**config.mk**
```make
export PLATFORM = sky130hd
export DESIGN_NAME = fpa_front
export DESIGN_NICKNAME = d
export VERILOG_FILES = /design/src/design/fpa_pkg.sv /design/src/design/fpa_front.sv
export SDC_FILE = /design/constraint.sdc
export NUM_CORES = 1
export LEC_CHECK = 0
export ABC_AREA = 0
export BUFFER_PORTS_ARGS = -buffer_cell sky130_fd_sc_hd__buf_2
export CAP_MARGIN = 5
export CORE_MARGIN = 2
export CORE_UTILIZATION = 62
export DETAILED_ROUTE_END_ITERATION = 12
export GPL_TIMING_DRIVEN = 0
export PLACE_DENSITY = 0.88
export SLEW_MARGIN = 20
export SYNTH_ARGS = -nofsm -noshare
export SYNTH_HDL_FRONTEND = slang
export SYNTH_SLANG_ARGS = --single-unit
```
**constraint.sdc**
```tcl
create_clock -name vclk -period 7.72
set_clock_uncertainty 0.05 [all_clocks]
set_input_delay 0.772 -clock vclk [all_inputs]
set_output_delay 0.772 -clock vclk [all_outputs]
set_load 0.01 [all_outputs]
```
**src/design/fpa_pkg.sv**
```systemverilog
// ----------------------------------------------------------------------------
// fpa_pkg
// Shared types and constants for the fixed-point ALU.
// ----------------------------------------------------------------------------
package fpa_pkg;

    localparam int FRACTION_BITS_DEFAULT = 8;
    localparam int DATA_W = 32;
    localparam int QUEUE_DEPTH = 4;

    typedef enum logic [3:0] {
        ACT_ADD     = 4'd0,
        ACT_SUB     = 4'd1,
        ACT_MUL     = 4'd2,
        ACT_DIV     = 4'd3,
        ACT_GT      = 4'd4,
        ACT_LT      = 4'd5,
        ACT_EQ      = 4'd6,
        ACT_NE      = 4'd7,
        ACT_LE      = 4'd8,
        ACT_GE      = 4'd9,
        ACT_MIN     = 4'd10,
        ACT_MAX     = 4'd11,
        ACT_INC     = 4'd12,
        ACT_DEC     = 4'd13,
        ACT_TOINT   = 4'd14,
        ACT_FROMINT = 4'd15
    } action_t;

    // Classified operation handed from front to back.
    typedef enum logic [1:0] {
        CLS_SIMPLE = 2'd0,
        CLS_MUL    = 2'd1,
        CLS_DIV    = 2'd2
    } op_class_t;

    typedef struct packed {
        op_class_t         cls;
        logic              neg;
        logic              div_zero;
        logic [31:0]       mag_a;
        logic [31:0]       mag_b;
        logic signed [31:0] simple_value;
        logic              simple_cmp;
        logic              simple_sat;
    } fpa_op_t;

    typedef struct packed {
        logic signed [31:0] value;
        logic              cmp;
        logic              dz;
        logic              sat;
    } fpa_res_t;

endpackage

```
**src/design/fpa_front.sv**
```systemverilog
// ----------------------------------------------------------------------------
// fpa_front
// Decodes an action, finishes simple ones, prepares magnitudes for mul/div.
// ----------------------------------------------------------------------------
module fpa_front
    import fpa_pkg::*;
#(
    parameter int FRACTION_BITS = FRACTION_BITS_DEFAULT
)
(
    input  logic [3:0]         action,
    input  logic signed [31:0] operand_a,
    input  logic signed [31:0] operand_b,
    output fpa_op_t            op
);

    localparam logic signed [33:0] MAX32 = 34'sd2147483647;
    localparam logic signed [33:0] MIN32 = -34'sd2147483648;

    logic signed [33:0] sum;
    logic signed [63:0] shl;
    logic               lt;

    always_comb
    begin
        op = '0;
        sum = '0;
        lt = operand_a < operand_b;
        shl = 64'(operand_a) <<< FRACTION_BITS;
        op.mag_a = operand_a[31] ? 32'(-operand_a) : operand_a;
        op.mag_b = operand_b[31] ? 32'(-operand_b) : operand_b;
        op.neg = operand_a[31] ^ operand_b[31];
        op.cls = CLS_SIMPLE;
        case (action_t'(action))
            ACT_ADD: sum = 34'(operand_a) + 34'(operand_b);
            ACT_SUB: sum = 34'(operand_a) - 34'(operand_b);
            ACT_INC: sum = 34'(operand_a) + 34'sd1;
            ACT_DEC: sum = 34'(operand_a) - 34'sd1;
            ACT_MUL: op.cls = CLS_MUL;
            ACT_DIV:
            begin
                op.cls = CLS_DIV;
                op.div_zero = (operand_b == 32'sd0);
            end
            ACT_GT: op.simple_cmp = !lt && operand_a != operand_b;
            ACT_LT: op.simple_cmp = lt;
            ACT_EQ: op.simple_cmp = operand_a == operand_b;
            ACT_NE: op.simple_cmp = operand_a != operand_b;
            ACT_LE: op.simple_cmp = lt || operand_a == operand_b;
            ACT_GE: op.simple_cmp = !lt;
            ACT_MIN: op.simple_value = lt ? operand_a : operand_b;
            ACT_MAX: op.simple_value = lt ? operand_b : operand_a;
            ACT_TOINT: op.simple_value = operand_a >>> FRACTION_BITS;
            ACT_FROMINT:
            begin
                if (shl > 64'(MAX32))
                begin
                    op.simple_value = 32'sh7fffffff;
                    op.simple_sat = 1'b1;
                end
                else if (shl < 64'(MIN32))
                begin
                    op.simple_value = 32'sh80000000;
                    op.simple_sat = 1'b1;
                end
                else
                    op.simple_value = shl[31:0];
            end
            default: op.simple_value = '0;
        endcase
        if (action_t'(action) == ACT_ADD || action_t'(action) == ACT_SUB ||
            action_t'(action) == ACT_INC || action_t'(action) == ACT_DEC)
        begin
            if (sum > MAX32)
            begin
                op.simple_value = 32'sh7fffffff;
                op.simple_sat = 1'b1;
            end
            else if (sum < MIN32)
            begin
                op.simple_value = 32'sh80000000;
                op.simple_sat = 1'b1;
            end
            else
                op.simple_value = sum[31:0];
        end
    end

endmodule

```
---- After elaboration in Yosys (flattened, before gate mapping) ----
Index checks and enable logic that the tools add are counted.
word-level totals
  flip-flop bits (word level) ............. 0
  bits of input ports ..................... 68
  output and inout bits ................... 102
  logic and storage cells ................. 57
operators by class
  $add $sub $neg .......................... 6
  $lt $le $gt $ge ......................... 5
  equality and inequality tests ........... 17
  muxes and demuxes ....................... 20
  bitwise logic cells ..................... 1
  reductions and logical operators ........ 8
operator list
  cell                   count
  $mux 32                9
  $pmux 34 s4            1
  $pmux 32 s4            1
  $neg 32->32            2
  $gt 40x32->1 const B   1
  $lt 40x32->1 const B   1
  $gt 34x32->1 const B   1
  $lt 34x32->1 const B   1
  $add 32x2->33 const B  1
  $add 32x32->33         1
  $sub 32x2->33 const B  1
  $sub 32x32->33         1
  $eq 32x32->1           1
  $eq 4x4->1 const B     8
  $logic_not 32->1       1
  $lt 32x32->1           1
  $ne 32x32->1           1
  $eq 4x3->1 const B     4
  $eq 4x2->1 const B     2
  $mux 1                 7
  $pmux 1 s6             1
  $eq 4x1->1 const B     1
  $logic_not 4->1        1
  $logic_or 1x1->1       4
  other kinds (4)        4

---- Logic depth before layout (Yosys ltp) ----
Gate-level depths: netlist (run 1).
  depth in word-level cells ............... 7
  depth in mapped cells ................... 23
  mapped depth without buffers ............ 21

---- Worst setup path after synthesis (run 1) ----
OpenSTA, ideal clock, no wires.
  path kind ............................... input port to output port
  start point ............................. in operand_b[1]
  end point ............................... out op[15] in the netlist's numbering
  arrival time ............................ 4.986 ns
  required time ........................... 6.898 ns
  setup slack ............................. 1.912 ns
  cell stages on the path ................. 22
  buffers on the path ..................... 2
  cell sequence ........................... inv_1 -> nand3_1 -> nor3_2 -> nand4_1 -> nand2b_1 -> or3_1 -> nand2b_1 -> nor2_1 -> xnor2_1 -> a21oi_1 -> ha_1 -> clkbuf_1 -> nand3_1 -> and3b_1 -> o2111ai_1 -> and3_1 -> a211oi_1 -> o211a_2 -> buf_4 -> and3_1 -> o21ai_1 -> maj3_1
RTL lines
  element          RTL line         text
  start, declared  fpa_front.sv:13  input logic signed [31:0] operand_b,
  end, declared    fpa_front.sv:14  output fpa_op_t op

==> results of run 1 <==
[synthesized netlist by cell type, drive strengths merged, types with 6 or more instances]
master / n
nand3: 20
a21boi: 8
nand2b: 16
xor2: 27
nor3: 28
and3: 15
nand3b: 8
o21bai: 7
o211ai: 25
o21a: 10
ha: 67
o21ai: 86
o22ai: 21
a22oi: 16
o2111ai: 6
a31oi: 17
a211oi: 16
o31ai: 11
nand2: 112
a21o: 23
maj3: 7
clkbuf: 51
nor2: 77
nor2b: 6
xnor2: 115
mux2i: 6
nand4: 19
inv: 58
buf: 16
a21oi: 120
nor4: 8
or3: 14
or4: 10
and2: 12
[power groups by stage]
stage               registers [W]  clock network (W)  logic, W
finish                          0                  0  0.000827
global route                    0                  0  0.000878
CTS                             0                  0  0.000796
detailed placement              0                  0  0.000792
global placement                0                  0  0.000785
floorplan                       0                  0  0.000528
[metal layers]
metal	wire, µm	up-vias	part of all wire [%]	global-route usage (%)
li1	-	4439	-	-
met1	11470	4339	37	60.01
met2	13360	789	43	74.95
met3	3862	186	12	6.859
met4	2700	0	8.6	33.09
met5	0	-	0	0
[cell type report]
cell class / count / area (µm²) / area share, %
Multi-Input combinational cell: 987 / 6706 / 81.40
Tap cell: 143 / 178.9 / 2.172
Timing Repair Buffer: 168 / 840.8 / 10.21
Inverter: 58 / 217.7 / 2.642
Buffer: 67 / 295.3 / 3.584
[metrics by stage]
stage          instance area (µm²)  hold slack, ns  cells  util (%)  worst slack (ns)
6_report                      8239           1.788   1423     72.47            0.2735
5_1_grt                       8239           1.796   1423     72.47           0.01578
4_1_cts                       8239           1.788   1423     72.47            0.5022
3_5_place_dp                  8239           1.788   1423     72.47            0.5383
3_3_place_gp                  8239           1.787   1423     72.47            0.5806
2_1_floorplan                 7219           1.574   1112         -             1.912
[worst max path at each step]
stage	start	slack [ns]	depth (start not counted)	to
final	operand_b[1]	0.27	24	op[15]
after global routing	operand_b[2]	0.02	25	op[10]
after CTS	operand_b[1]	0.50	24	op[15]
after detailed placement	operand_b[1]	0.54	24	op[15]
after global placement	operand_b[1]	0.58	24	op[15]
after floorplan	operand_b[1]	1.91	22	op[15]
[cells by family after synthesis]
logic type	Yosys count
AO/OA/AOI/OAI	402
XOR/XNOR	142
adder cells (fa/ha/maj)	76
buffers and inverters	125
multiplexers	8
AND/OR/NAND/NOR	359
==> metrics.cfg, run 1 <==
[logic_synthesis]
synth_seq_area_share_pct = 0
synth_area_leaders = xnor2_1 (14%), ha_1 (12%), a21oi_1 (8.2%)
syn_area_per_cell_um2 = 6.492
yosysWarningCount = 0
synth_fa_ha_area_share_pct = 13.15
synth_cell_types = 80
synth_top_area_share_pct = 13.95
synth-simple-area-share_pct = 25.62
synth-xor-area-share_pct = 17.23
synth_fp_nets = 1249
synth_top_cell_by_area = xnor2_1
syn-cell-area_um2 = 7219
synth_top_family_by_area = compound AO/OA/AOI/OAI gates
synth-compound-area-share_pct = 35.75
synthesis.instances = 1112
synth_mux_area_share_pct = 1.144

[final_layout]
area.sequential_um2 = 0
fillers = 1037
final_cell_mix = buf_2 (175), a21oi_1 (119), xnor2_1 (115)
drive_gt1_share_pct = 17.34
syn_to_final_growth_pct = 14.12
n_sequential_cell = 0
layout_commonest_cell = buf_2
clock_buffers = 0
nNetsFinal = 1419
num_antenna_cells = 0

[route]
drt_iter0_drc = 1380
vias_per_cell = 6.854
postRouteAntennaNets = 0
vias = 9753
wirelength_mm = 31.39
firstDrtPassIters = 9
wl_per_cell_um = 22.06
drc = 0

[worst_setup_path]
cp_cell_sequence = buf_2, inv_1, nand3_1, nor3_2, nand4_1, nand2b_1, or3_1, nand2b_1, nor2_1, xnor2_1, a21oi_1, ha_1, clkbuf_1, nand3_1, and3b_1, o2111ai_1, and3_1, a211oi_1, o211a_2, buf_4, and3_1, o21ai_1, maj3_1, buf_2
crit_fanout = 10
start_kind = input port
crit_required_ns = 6.90
cp_slowest_stage_delay_ns = 0.43
critPathTopFamily = simple AND/OR/NAND/NOR gates
slowest_stage = or3_1
arrival_ns = 6.62
critPathKind = in2out
path_buf_inv = 5
crit_path_end_kind = output port

[grt]
grt_max_degree = 11
grt_overflow_total = 0
grt_pass1_vias = 8741
grt_first_pass_wirelength_mm = 47.42
grt_use_total_pct = 47.69
antenna_found_initial = 0

[timing]
slew_headroom_pct = 44.82
tightest_slew_ns = 0.8201
rsz0062_at_grt = no
fmax_mhz = 134.3
setup-violations-final = 0
maxSlewViolCount = 0
period_minus_slack_ns = 7.446
hold_viol = 0
finalCritPeriodShare_pct = 96.46
finalSetupTns_ns = 0

[power]
p_per_area_nw_per_um2 = 100.3
finalPower_w = 0.0008266
power_frac_seq_pct = 0
vdd_drop_max_uv = 67.23
comb_power_share_pct = 100.0
p_sw_share_pct = 62.36
leakage_nw = 3.593
p_clk_share_pct = 0
intPower_w = 0.0003111
p_sw_w = 0.0005154

[clock_network]
post_cts_buffers = 0
ctsResizeCount = 0
hold_buffers = 0

[job]
drv_cap = 0

[placement]
hpwlAfterDp_mm = 25.58
finalWeightedCongestion = 1.131
portBuffers = 168

[min_path]
min_to = op[50]
hold_class = in2out
hold_depth = 3
min_from = operand_b[16]

[floorplanning]
die_y_um = 111.9
io_pins = 170
die-area_um2 = 12520
std_cell_rows = 39
die_w_um = 111.9
start_util_pct = 63.50
core_area_um2 = 11370

[run_status]
outcome = completed

No activity file was read; power rests on OpenSTA's default activity.
==> inputs of run 2 (changes only) <==
Settings changed: CORE_UTILIZATION 62 to 26, PLACE_DENSITY 0.88 to 0.43.
Clock period 7.72 ns to 7.35 ns, I/O delays scaled along.
==> run 2 against run 1 <==
Effect of this change:
- setup slack gained 0.015 ns
- routed wire length increased by 23%
- die area rose by 130%
- design area up 3.9%
- non-clock buffer count rose by 1
- sequential share of layout area unchanged
- largest cell class unchanged
- count of clock-buffer cells in the layout stayed put
- final cell count grew 16%
==> metrics.cfg, run 2 (synthesis results as in run 1) <==
[final_layout]
num_antenna_cells = 0  ; unchanged
layout_commonest_cell = buf_2
nNetsFinal = 1420  ; +0.070%
syn_to_final_growth_pct = 18.54
multi_input_area_um2 = 6728  ; +0.32%
clock_buffers = 0  ; unchanged
area.sequential_um2 = 0  ; unchanged
stdcell_area_um2 = 8558  ; +3.9%
n_sequential_cell = 0  ; unchanged
fillers = 3113  ; +200%
final_cell_mix = buf_2 (175), a21oi_1 (119), xnor2_1 (115)
drive_gt1_share_pct = 17.80  ; +0.45 points

[grt]
gr-usage-met1_pct = 35.54  ; -24 points
grt_overflow_total = 0  ; unchanged
grt_max_degree = 11  ; unchanged
grt_pass1_vias = 8835  ; +1.1%
met3_usage_pct = 2.128  ; -4.7 points
use_met2_pct = 42.03  ; -33 points
grt_first_pass_wirelength_mm = 56.15  ; +18%
grt_busiest_layer = met2
grt_use_total_pct = 25.66  ; -22 points
antenna_found_initial = 1  ; +1

[floorplanning]
start_util_pct = 26.64  ; -37 points
die-area_um2 = 29120  ; +130%
die_y_um = 170.6  ; +52%
io_pins = 170  ; unchanged
core_area_um2 = 27100  ; +140%
std_cell_rows = 60  ; +54%
die_w_um = 170.6  ; +52%

[timing]
fmax_mhz = 141.6
setup-violations-final = 0  ; unchanged
maxSlewViolCount = 0  ; unchanged
finalCritPeriodShare_pct = 96.07
slew_headroom_pct = 42.33  ; -2.5 points
finalSetupTns_ns = 0  ; unchanged
period_minus_slack_ns = 7.061
tightest_slew_ns = 0.8571  ; +0.03702 ns
hold_viol = 0  ; unchanged
rsz0062_at_grt = no

[placement]
portBuffers = 168  ; unchanged
hpwlAfterDp_mm = 32.28  ; +26%
postPlaceCellArea_um2 = 8526  ; +3.5%
finalWeightedCongestion = 0.9803  ; -13%

[route]
vias = 9316  ; -4.5%
wirelength_mm = 38.59  ; +23%
postRouteAntennaNets = 0  ; unchanged
vias_per_cell = 5.636  ; -18%
wl_per_cell_um = 23.34  ; +5.8%
drc = 0  ; unchanged
drt_iter0_drc = 765  ; -45%
firstDrtPassIters = 7  ; -2

[min_path]
min_from = operand_b[15]
min_to = op[49]
hold_class = in2out
hold_depth = 3  ; unchanged

[worst_setup_path]
arrival_ns = 6.28  ; -0.34 ns
critPathKind = in2out
crit_fanout = 10  ; unchanged
start_kind = input port
crit_required_ns = 6.57  ; -0.33 ns
crit_path_end_kind = output port

[power]
leakage_nw = 3.605  ; +0.33%
p_per_area_nw_per_um2 = 104.5  ; +4.2%
vdd_drop_max_uv = 40.67  ; -40%

[job]
drv_cap = 0  ; unchanged

[run_status]
outcome = completed

[clock_network]
hold_buffers = 0  ; unchanged

[run 2: power breakdown]
part	internal [W]	switching, W
Combinational	0.000328	0.000567
Sequential	0	0
Clock	0	0
Total	0.000328	0.000567
[run 2: per-stage QoR]
step / cells / setup WS, ns / hold slack, ns / total power (W) / util (%)
after floorplan: 1112 / 1.616 / 1.500 / 0.0005547 / -
after global placement: 1652 / 0.1719 / 1.721 / 0.0008817 / 31.46
after detailed placement: 1652 / 0.2006 / 1.722 / 0.0008761 / 31.46
after CTS: 1652 / 0.1632 / 1.723 / 0.0008815 / 31.46
after global routing: 1653 / 0.004211 / 1.739 / 0.0009636 / 31.58
final: 1653 / 0.2887 / 1.719 / 0.0008944 / 31.58
[run 2: critical path, stage by stage]
cell	delay, ns
buf_2	0.17
or3_1	0.48
nor2_2	0.22
nand4_1	0.24
nand2b_1	0.30
or3_1	0.44
nand2b_1	0.31
nor2_1	0.17
xnor2_1	0.13
a21oi_1	0.09
ha_2	0.44
nand3_1	0.18
and3b_1	0.31
o2111ai_1	0.21
and3_1	0.22
a211oi_1	0.27
o211a_2	0.28
buf_4	0.20
and3_1	0.17
o21ai_1	0.06
maj3_1	0.45
buf_2	0.18
[run 2: final cells by class]
| class | instances | area share (%) |
|---|---|---|
| Multi-Input combinational cell | 987 | 78.61 |
| Timing Repair Buffer | 170 | 10.00 |
| Tap cell | 372 | 5.439 |
| Buffer | 66 | 3.406 |
| Inverter | 58 | 2.544 |
[run 2: worst max path at each step]
stage	start	to	slack, ns	cells past startpoint
after floorplan	operand_b[1]	op[15]	1.62	22
after global placement	operand_b[1]	op[15]	0.17	24
after detailed placement	operand_b[1]	op[15]	0.20	24
after CTS	operand_b[1]	op[15]	0.16	24
after global routing	operand_b[1]	op[14]	0.004	24
final	operand_b[12]	op[15]	0.29	22
[run 2: repair_timing]
item	in CTS	in global routing
buffers inserted	0	2
endpoints found under the hold margin	0	0
endpoints found under the setup margin	0	28
resized for setup	0	4
[run 2: per-layer routing]
metal,vias to the layer above,wire (µm)
li1,4444,-
met5,-,13
met2,398,16980
met4,2,1379
met1,4416,17810
met3,56,2415
