`config.mk`:
```
export PLATFORM = sky130hd
export DESIGN_NAME = fpa_queue
export DESIGN_NICKNAME = d
export VERILOG_FILES = /design/src/design/fpa_pkg.sv /design/src/design/fpa_queue.sv
export SDC_FILE = /design/constraint.sdc
export NUM_CORES = 1
export LEC_CHECK = 0
export BUFFER_PORTS_ARGS = -buffer_cell sky130_fd_sc_hd__buf_2
export CAP_MARGIN = 10
export CORE_MARGIN = 3
export CORE_UTILIZATION = 50
export DETAILED_ROUTE_END_ITERATION = 8
export MAX_ROUTING_LAYER = met4
export PLACE_DENSITY = 0.75
export SLEW_MARGIN = 5
export SYNTH_ARGS = -nofsm -noshare
export SYNTH_HDL_FRONTEND = slang
export SYNTH_SLANG_ARGS = --single-unit
```
`constraint.sdc`:
```
create_clock -name clk -period 10.75 [get_ports clk]
set_clock_uncertainty 0.15 [all_clocks]
set_input_delay 0.5375 -clock clk [delete_from_list [all_inputs] [get_ports clk]]
set_output_delay 0.5375 -clock clk [all_outputs]
set_load 0.05 [all_outputs]
```
`src/design/fpa_pkg.sv`:
```
// ----------------------------------------------------------------------------
// fpa_pkg
// Shared types and constants for the fixed-point ALU.
// ----------------------------------------------------------------------------
package fpa_pkg;

    localparam int FRACTION_BITS_DEFAULT = 8;
    localparam int DATA_W = 32;
    localparam int QUEUE_DEPTH = 4;

    typedef enum logic [3:0] {
        ACT_ADD     = 4'd0,
        ACT_SUB     = 4'd1,
        ACT_MUL     = 4'd2,
        ACT_DIV     = 4'd3,
        ACT_GT      = 4'd4,
        ACT_LT      = 4'd5,
        ACT_EQ      = 4'd6,
        ACT_NE      = 4'd7,
        ACT_LE      = 4'd8,
        ACT_GE      = 4'd9,
        ACT_MIN     = 4'd10,
        ACT_MAX     = 4'd11,
        ACT_INC     = 4'd12,
        ACT_DEC     = 4'd13,
        ACT_TOINT   = 4'd14,
        ACT_FROMINT = 4'd15
    } action_t;

    // Classified operation handed from front to back.
    typedef enum logic [1:0] {
        CLS_SIMPLE = 2'd0,
        CLS_MUL    = 2'd1,
        CLS_DIV    = 2'd2
    } op_class_t;

    typedef struct packed {
        op_class_t         cls;
        logic              neg;
        logic              div_zero;
        logic [31:0]       mag_a;
        logic [31:0]       mag_b;
        logic signed [31:0] simple_value;
        logic              simple_cmp;
        logic              simple_sat;
    } fpa_op_t;

    typedef struct packed {
        logic signed [31:0] value;
        logic              cmp;
        logic              dz;
        logic              sat;
    } fpa_res_t;

endpackage

```
`src/design/fpa_queue.sv`:
```
// ----------------------------------------------------------------------------
// fpa_queue
// Small FIFO decoupling the front decode from the back execution.
// ----------------------------------------------------------------------------
module fpa_queue
    import fpa_pkg::*;
#(
    parameter int DEPTH = QUEUE_DEPTH
)
(
    input  logic    clk,
    input  logic    rst_n,
    input  logic    push,
    input  fpa_op_t push_data,
    output logic    full,
    input  logic    pop,
    output fpa_op_t pop_data,
    output logic    empty
);

    localparam int AW = (DEPTH > 1) ? $clog2(DEPTH) : 1;

    fpa_op_t          mem_reg [DEPTH];
    logic [AW-1:0]    wr_ptr_reg, rd_ptr_reg;
    logic [AW:0]      count_reg;

    assign full = (count_reg == (AW+1)'(DEPTH));
    assign empty = (count_reg == '0);
    assign pop_data = mem_reg[rd_ptr_reg];

    always_ff @(posedge clk)
    begin
        if (push && !full)
            mem_reg[wr_ptr_reg] <= push_data;
    end

    always_ff @(posedge clk or negedge rst_n)
    begin
        if (!rst_n)
        begin
            wr_ptr_reg <= '0;
            rd_ptr_reg <= '0;
            count_reg <= '0;
        end
        else
        begin
            if (push && !full)
                wr_ptr_reg <= (wr_ptr_reg == AW'(DEPTH-1)) ? '0 : wr_ptr_reg + 1'b1;
            if (pop && !empty)
                rd_ptr_reg <= (rd_ptr_reg == AW'(DEPTH-1)) ? '0 : rd_ptr_reg + 1'b1;
            count_reg <= count_reg + (AW+1)'(push && !full) - (AW+1)'(pop && !empty);
        end
    end

    assert property (@(posedge clk) disable iff (!rst_n) !(full && empty))
        else $error("queue full and empty");
    assert property (@(posedge clk) disable iff (!rst_n)
        (push && !full && !(pop && !empty)) |=> !empty)
        else $error("push lost");
    assert property (@(posedge clk) disable iff (!rst_n)
        count_reg <= (AW+1)'(DEPTH))
        else $error("queue count overflow");

endmodule

```
### Word level (Yosys, flattened, before mapping)

Memory sizes are Yosys's and may differ from the RTL's.
Cells that the tools add are included.

| storage, ports and cells | value |
|---|---|
| register bits after elaboration | 7 |
| memory bits (writable) | 408 |
| input bits | 106 |
| output and inout bits | 104 |
| logic and storage cells | 20 |
| memories kept | 1 |

Memory list:

| name | words | bits a word | read ports | clocked after memory_dff | write ports | line | RTL |
|---|---|---|---|---|---|---|---|
| mem_reg | 4 | 102 | 1 | 0 | 1 | fpa_queue.sv:23 | `fpa_op_t mem_reg [DEPTH];` |

| cells by class | value |
|---|---|
| add/subtract/negate cells | 4 |
| equal/unequal tests | 3 |
| multiplexer cells | 4 |
| reduce and logical (&&, ||, !) cells | 5 |

Operators with widths:

| kind | count |
|---|---|
| $add A2 B1 Y2 const B | 2 |
| $eq A2 B2 Y1 const B | 2 |
| $mux W2 | 2 |
| $add A3 B1 Y3 | 1 |
| $eq A3 B3 Y1 const B | 1 |
| $logic_not A3 Y1 | 1 |
| $sub A3 B1 Y3 | 1 |
| $logic_and A1 B1 Y1 | 2 |
| $logic_not A1 Y1 | 2 |
| $mux W1 | 2 |

### Logic depth before layout (Yosys ltp)

Gate-level depths: netlist (run 1).

| depth | value |
|---|---|
| word-level depth | 5 |
| mapped depth | 9 |
| mapped depth without buffers | 9 |

### Least setup slack after synthesis (run 1)

OpenSTA, ideal clock, no wires.

| timing | value |
|---|---|
| path kind | reg2reg |
| start | reg count_reg[2] |
| end | mem mem_reg[0][0] (netlist name), enable pin |
| setup time | 0.472 ns |
| arrival | 3.358 ns |
| data required time | 10.128 ns |
| setup slack | 6.769 ns |
| stages on the path, launching flop included | 4 |
| buffers on the path | 0 |
| clock period less this slack | 3.981 ns |
| path through | dfrtp_1 -> nor3b_2 -> nor2b_1 -> and2_1 |

| between the ends | value |
|---|---|
| cells in the longest elaborated chain, start to end | 5 |

RTL lines:

| element | line | RTL |
|---|---|---|
| from (decl) | fpa_queue.sv:25 | `logic [AW:0] count_reg;` |
| from (signal assigned) | fpa_queue.sv:51 | `count_reg <= count_reg + (AW+1)'(push && !full) - (AW+1)'(pop && !empty);` |
| $eq A3 B3 Y1 | fpa_queue.sv:27 | `assign full = (count_reg == (AW+1)'(DEPTH));` |
| net full | fpa_queue.sv:15 | `output logic full,` |
| $logic_not A1 Y1 | fpa_queue.sv:33 | `if (push && !full)` |
| $logic_and A1 B1 Y1 | fpa_queue.sv:33 |  |
| $mux W1 | fpa_queue.sv:33 |  |
| $mux W1 (not written as such) | fpa_queue.sv:34 | `mem_reg[wr_ptr_reg] <= push_data;` |
| to (decl) | fpa_queue.sv:23 |  |

The timed path passes the listed nets, and every way through them passes these cells.

==> results of run 1 <==
-- cell type report --
class	instances	area (um2)	area share
well taps	390	488	0.0273
repair buffers	217	1110	0.0619
diodes	5	12.5	0.000699
flip-flops and latches	415	12400	0.694
multi-input cells	127	2540	0.142
clock buffers	61	1190	0.0667
inverters	7	26.3	0.00147
clock inverters	15	104	0.00580
-- routing by layer --
layer | vias up | part of all wire
li1 | 2949 | -
met1 | 3542 | 0.42
met2 | 278 | 0.47
met3 | 57 | 0.084
met4 | 0 | 0.023
met5 | - | 0
-- per-stage QoR --
stage / total power [mW] / worst slack [ps]
2_1_floorplan: 4.04 / 6770
3_3_place_gp: 4.45 / 6750
3_5_place_dp: 4.49 / 6740
4_1_cts: 5.84 / 6200
5_1_grt: 6.01 / 5960
6_report: 5.76 / 6380
-- worst min-delay path by stage --
stage                     cells after the start          from             to  slack, ps
final                                         1  push_data[9]  mem_reg[2][9]         80
after global routing                          1  push_data[7]  mem_reg[3][7]         60
after CTS                                     1  push_data[7]  mem_reg[3][7]         50
after detailed placement                      1         rst_n   count_reg[0]        230
after global placement                        1         rst_n   count_reg[0]        230
after floorplan                               0         rst_n   count_reg[0]         90
-- power breakdown --
| group | switching (mW) | internal, mW |
|---|---|---|
| Clock | 0.551 | 0.794 |
| Sequential | 0.130 | 2.14 |
| Combinational | 1.52 | 0.629 |
-- placed cells by master (no fill, tap or decap) --
master | synthesis | layout
buf_4 | 4 | 7
nor3b_2 | 1 | 1
ha_1 | 7 | 7
and2_4 | 0 | 4
mux4_2 | 102 | 102
clkinv_4 | 0 | 1
inv_6 | 0 | 2
nor2b_1 | 1 | 1
clkinv_1 | 0 | 8
inv_1 | 7 | 7
clkbuf_1 | 0 | 13
dlygate4sd3_1 | 0 | 1
clkinvlp_4 | 0 | 1
clkbuf_16 | 0 | 43
nand2_1 | 1 | 1
dfrtp_1 | 7 | 5
clkinv_2 | 0 | 2
nand2b_1 | 1 | 1
bufinv_16 | 0 | 1
mux2_2 | 3 | 3
o22ai_1 | 1 | 1
nor2_1 | 2 | 2
buf_2 | 8 | 209
clkbuf_8 | 0 | 5
dfrtp_4 | 0 | 2
diode_2 | 0 | 5
edfxtp_1 | 408 | 408
xnor2_1 | 2 | 2
fa_1 | 1 | 1
nor3_1 | 1 | 1
-- cells by family (layout without fill, tap and decap cells) --
| logic type | count (synthesis) | in the layout |
|---|---|---|
| flip-flops | 415 | 415 |
| multiplexers | 105 | 105 |
| buffers and inverters | 30 | 300 |
| AND/OR/NAND/NOR | 11 | 11 |
| adder cells (fa/ha/maj) | 8 | 8 |
| XOR/XNOR | 2 | 2 |
| AO/OA/AOI/OAI | 1 | 1 |
| other | 0 | 5 |
==> metrics.txt, run 1 <==
M2 GR Usage=0.263; Sink Count=between 400 and 500; Yosys top cell by area=edfxtp_1; Core Rows=63; xor/xnor cell area share of the yosys netlist=0.00115; Setup CP Type=reg -> out; Die X=~180 um; pwr/cell area=around 320 nW/um2; unrepaired setup endpoints after global routing=no; top-count cell post-synth=edfxtp_1; Final Instance Area=approximately 18000 um2; post-placement cell area=~17000 um2; # IOs=210; r2r endpoint=mem_reg[3][53]; busiest grt layer=met2; EDFF count, synth=slightly above 400; post-synth top area share=0.806; min Tclk post-route=roughly 4400 ps; WHS=between 80 and 90 ps; largest net degree at the start of global routing=65; syn_area_per_cell=around 27 um2; Post-Route WL=27.8 mm; reg2reg start=count_reg[2]; VDD IR max=approximately 0.25 mV; hpwl dp=between 15 and 20 mm; Synth Flop Type=edfxtp_1; CP Max Fanout=between 40 and 50; placed cell count=between 1000 and 1500; Layout area overhead=17.7%; R2R setup slack=7630 ps; Crit path buffers/inverters=3; crit path max-delay cell type=buf_4; met1 global-route usage=0.246; Post-Syn Nets=686; Pleak=6.10 nW; Async S/R FF share, synth=0.0169; Initial Utilization=0.510; CTS Hold Buffers Added=1; H-tree Lvls=2; gr ovfl total=0; first-pass GRT wire length=roughly 43 mm; routability congestion estimate=slightly above 0.7; critical path cell sequence=buf_4 > buf_4 > mux4_2 > buf_2; CTS tree=built; mux cell area share after synthesis=0.153; Distinct cells, synth=22; Die Ht=approximately 180 um; Worst path max stage delay=about 800 ps; vias in the first global route=around 7300; Post-DRT Antenna Nets=0; Startpoint Class=register; Mapped Area=15200 um2; via count=a little under 7000; number of setup buffers added after CTS=0; top cells by area, synth=edfxtp_1 (81%), mux4_2 (15%), dfrtp_1 (1.2%), buf_12 (0.79%), ha_1 (0.58%); Reg clk slew, reported paths=about 60 ps; port bufs=~210; Final Cycle Share=0.406; crit path from=rd_ptr_reg[0]; cell count after synthesis=572; WL per Instance=~22 um; Hold Crit Class=in -> reg; nets@finish=roughly 900; Final Setup Violations=0; fmax=229 MHz; YS warnings=0; met3 GRT Util=0.0491; Post-synth top cells=edfxtp_1 (408), mux4_2 (102), buf_2 (8); Rel. slew slack=0.364; CTS Buf Count=42; Top Family by Delay on Critical Path=buffers and inverters; # DRC=0; Critical Path RT=~10000 ps; max-slew violation count=0; CP Depth=4; post-synthesis simple-gate area fraction=0.00436; Die Area=between 30000 and 40000 um2; setup TNS=0 ps; R2R cell count=4; vias per cell=5.52; Final Hold Violating Endpoints=0; Critical Path End=pop_data[29]; post-cts sizing count=0; sequential area share after synthesis=0.817; worst skew pair latency=between 500 and 600 ps; Crit path top cell by count=buf_4; initial antenna violation count=5; critical path arrival=roughly 3700 ps; Synth Area in Compound Gates=0.000411; MaxCap Viol Count=0; FF+latch count, synth=just over 400; max reg flops=approximately 400; DRT iter0 DRCs=around 490; fill count=around 2100; drt pass-1 iters=6; layout cell share with drive strength beyond 1=0.455; status=complete, no violations; Core ar.=29800 um2; GRT Util Overall=0.177; endpoint class of the critical path=output pin; Finished Layout Cells=between 1000 and 1500; Least-Margin Pin Slew=955 ps; fin util=0.601; largest family of logic cells by synthesized area=multiplexers; Root Driver=clkbuf_16; clk buf depth=3; Synth Area in Adders=0.00707
Power figures use the tool's default switching activity.
==> inputs of run 2 (changes only) <==
--- a/config.mk
+++ b/config.mk
@@ -5,13 +5,14 @@
 export SDC_FILE = /design/constraint.sdc
 export NUM_CORES = 1
 export LEC_CHECK = 0
+export ABC_AREA = 1
 export BUFFER_PORTS_ARGS = -buffer_cell sky130_fd_sc_hd__buf_2
 export CAP_MARGIN = 10
 export CORE_MARGIN = 3
 export CORE_UTILIZATION = 50
 export DETAILED_ROUTE_END_ITERATION = 8
 export MAX_ROUTING_LAYER = met4
-export PLACE_DENSITY = 0.75
+export PLACE_DENSITY = 0.74
 export SLEW_MARGIN = 5
 export SYNTH_ARGS = -nofsm -noshare
 export SYNTH_HDL_FRONTEND = slang
==> constraint.sdc (replaced) <==
create_clock -name clk -period 4.1 [get_ports clk]
set_clock_uncertainty 0.15 [all_clocks]
set_input_delay 0.205 -clock clk [delete_from_list [all_inputs] [get_ports clk]]
set_output_delay 0.205 -clock clk [all_outputs]
set_load 0.05 [all_outputs]
==> run 2 against run 1 <==
Effect of this change:
- global-route usage rose by 1.7 points
- power rose to 2.9 times the previous value
- critical path depth rose by 1
- combinational power rose to 3.2 times the previous value
- register-to-register slack got worse by 6000 ps
- area after synthesis rose by 11%
- setup slack got worse by 5100 ps
- utilization rose by 2.3 points
- synthesized cell count rose by 120%
- sequential share of layout area fell by 8.9 points
- critical path type unchanged
- critical endpoint is now pop_data[81]
==> metrics.txt, run 2 <==
status=complete, no violations (unchanged); fin util=0.624 (was 0.601); CTS Buf Count=42 (unchanged); EDFF count, synth=408 (unchanged); Yosys top cell by area=edfxtp_1 (unchanged); Post-Syn Nets=1363 (was 686); Synth Flop Type=edfxtp_1 (unchanged); R2R cell count=5 (was 4); H-tree Lvls=2 (unchanged); WL per Instance=16.5 um (was 22.5 um); max reg flops=408 (unchanged); Sink Count=415 (unchanged); first-pass GRT wire length=53.8 mm (was 43.1 mm); port bufs=209 (unchanged); YS warnings=0 (unchanged); most frequent cells in the layout=edfxtp_1 (408), nand2_1 (323), inv_1 (217) (was edfxtp_1 (408), buf_2 (209), mux4_2 (102)); r2r endpoint=mem_reg[0][74] (was mem_reg[3][53]); Critical Path RT=3740 ps (was 10060 ps); Setup CP Type=reg -> out (unchanged); hold depth=2 (was 1); CP Max Fanout=52 (was 43); top cells by area, synth=edfxtp_1 (73%), o211ai_1 (9.0%), nand2_1 (7.2%), inv_1 (4.8%), buf_6 (2.3%) (was edfxtp_1 (81%), mux4_2 (15%), dfrtp_1 (1.2%), buf_12 (0.79%), ha_1 (0.58%)); pwr/cell area=810 nW/um2 (was 322 nW/um2); layout cell share with drive strength beyond 1=0.185 (was 0.455); MaxCap Viol Count=0 (unchanged); FF+latch count, synth=415 (unchanged); Initial Utilization=0.513 (was 0.510); CTS Hold Buffers Added=106 (was 1); max-slew violation count=0 (unchanged); CTS tree=built (unchanged); GRT Util Overall=0.194 (was 0.177); top-count cell post-synth=edfxtp_1 (unchanged); sequential area share after synthesis=0.738 (was 0.817); Distinct cells, synth=16 (was 22); Pleak=8.16 nW (was 6.10 nW); syn_area_per_cell=13.5 um2 (was 26.6 um2); Post-Route WL=33.6 mm (was 27.8 mm); vias per cell=5.01 (was 5.52); critical path arrival=2500 ps (was 3680 ps); min Tclk post-route=2860 ps; clk buf depth=3 (unchanged); Post-synth top cells=edfxtp_1 (408), nand2_1 (323), inv_1 (217) (was edfxtp_1 (408), mux4_2 (102), buf_2 (8)); # IOs=210 (unchanged); number of setup buffers added after CTS=0 (unchanged); most common cell after layout, fill and taps aside=edfxtp_1 (unchanged); via count=10200 (was 6826); Final Setup Violations=0 (unchanged); Hold Crit Class=in -> reg (unchanged); worst skew pair latency=520 ps (was 510 ps); DRT iter0 DRCs=666 (was 489); Critical Path End=pop_data[81] (was pop_data[29]); vias in the first global route=10400 (was 7257); WHS=275 ps (was 81.4 ps); post-synth top area share=0.727 (was 0.806); Final Hold Violating Endpoints=0 (unchanged); unrepaired setup endpoints after global routing=no (unchanged); Die Area=35900 um2 (was 32500 um2); Post-DRT Antenna Nets=0 (unchanged); Die X=190 um (was 180 um); # DRC=0 (unchanged); Rel. slew slack=0.376 (was 0.364); initial antenna violation count=2 (was 5); Startpoint Class=register (unchanged); Core Rows=66 (was 63); hpwl dp=18.4 mm (was 16.7 mm); cell count after synthesis=1249 (was 572); Core ar.=32900 um2 (was 29800 um2); Mapped Area=16800 um2 (was 15200 um2); Async S/R FF share, synth=0.0169 (unchanged); Least-Margin Pin Slew=934 ps (was 955 ps); largest net degree at the start of global routing=103 (was 65); VDD IR max=0.609 mV (was 0.255 mV); Reg clk slew, reported paths=60 ps (about the same); crit path from=rd_ptr_reg[1] (was rd_ptr_reg[0]); fmax=350 MHz; Die Ht=190 um (was 180 um); Final Cycle Share=0.697; reg2reg start=count_reg[1] (was count_reg[2]); Layout area overhead=21.8% (was 17.7%); Root Driver=clkbuf_16 (unchanged); nets@finish=1671 (was 924); post-cts sizing count=0 (unchanged); routability congestion estimate=0.746 (was 0.706); R2R setup slack=1610 ps (was 7630 ps); endpoint class of the critical path=output pin (unchanged); gr ovfl total=0 (unchanged); drt pass-1 iters=4 (was 6)
## run 2: changes by cell type in the layout (fill, tap and decap cells not counted), moves of 10 or more
| cell | change |
|---|---|
| inv_1 | +210 |
| dlygate4sd3_1 | +105 |
| mux4_2 | -102 |
| nand2_1 | +322 |
| o211ai_1 | +202 |
| buf_12 | +10 |
## run 2: cells by family after synthesis
kind of cell    count (synthesis)  synth area share
flops                         415             0.738
simple gates                  335            0.0752
buf+inv                       287            0.0893
compound gates                204            0.0915
fa+ha+maj                       8           0.00639
## run 2: how the worst min path moves through the flow
stage | endpoint | startpoint
after CTS | mem_reg[3][99] | push_data[99]
after global placement | rd_ptr_reg[1] | rst_n
final | mem_reg[1][95] | push_data[95]
after detailed placement | rd_ptr_reg[1] | rst_n
after floorplan | count_reg[0] | rst_n
after global routing | mem_reg[1][95] | push_data[95]
## run 2: cell type report
| class | count | area (um2) |
|---|---|---|
| Sequential cell | 415 | 12400 |
| Timing Repair Buffer | 333 | 2370 |
| Tap cell | 442 | 553 |
| Clock buffer | 57 | 1170 |
| Antenna cell | 3 | 7.51 |
| Inverter | 218 | 821 |
| Fill cell | 2405 | 12300 |
| Clock inverter | 20 | 223 |
| Multi-Input combinational cell | 547 | 2950 |
## run 2: where the power goes
part	switching [mW]	leakage, nW	internal (mW)
Sequential	0.278	3.82	5.57
Combinational	5.36	3.66	1.60
Clock	1.49	0.678	2.32
## run 2: routing by layer
layer | global-route usage | vias to the layer above | wire length, um
li1 | - | 4961 | -
met1 | 0.246 | 4886 | 14100
met2 | 0.328 | 291 | 16800
met3 | 0.0352 | 53 | 2040
met4 | 0.0483 | 0 | 616
met5 | - | - | 0
## run 2: critical path, stage by stage, from the launching register on
cell and delay, ps:
dfrtp_4 490, inv_4 480, buf_12 340, o211ai_1 140
nand2_1 140, buf_2 290
## run 2: per-stage QoR
step                cells  TNS, ps  area (um2)  power, mW  setup WS [ps]
floorplan            1249  -619170       16800       11.6          -1520
global placement     1849        0       18100       12.7           1610
detailed placement   1849        0       18100       12.9           1580
CTS                  2032        0       20500       16.8           1230
global route         2034        0       20500       17.5           1070
finish               2035        0       20500       16.6           1240
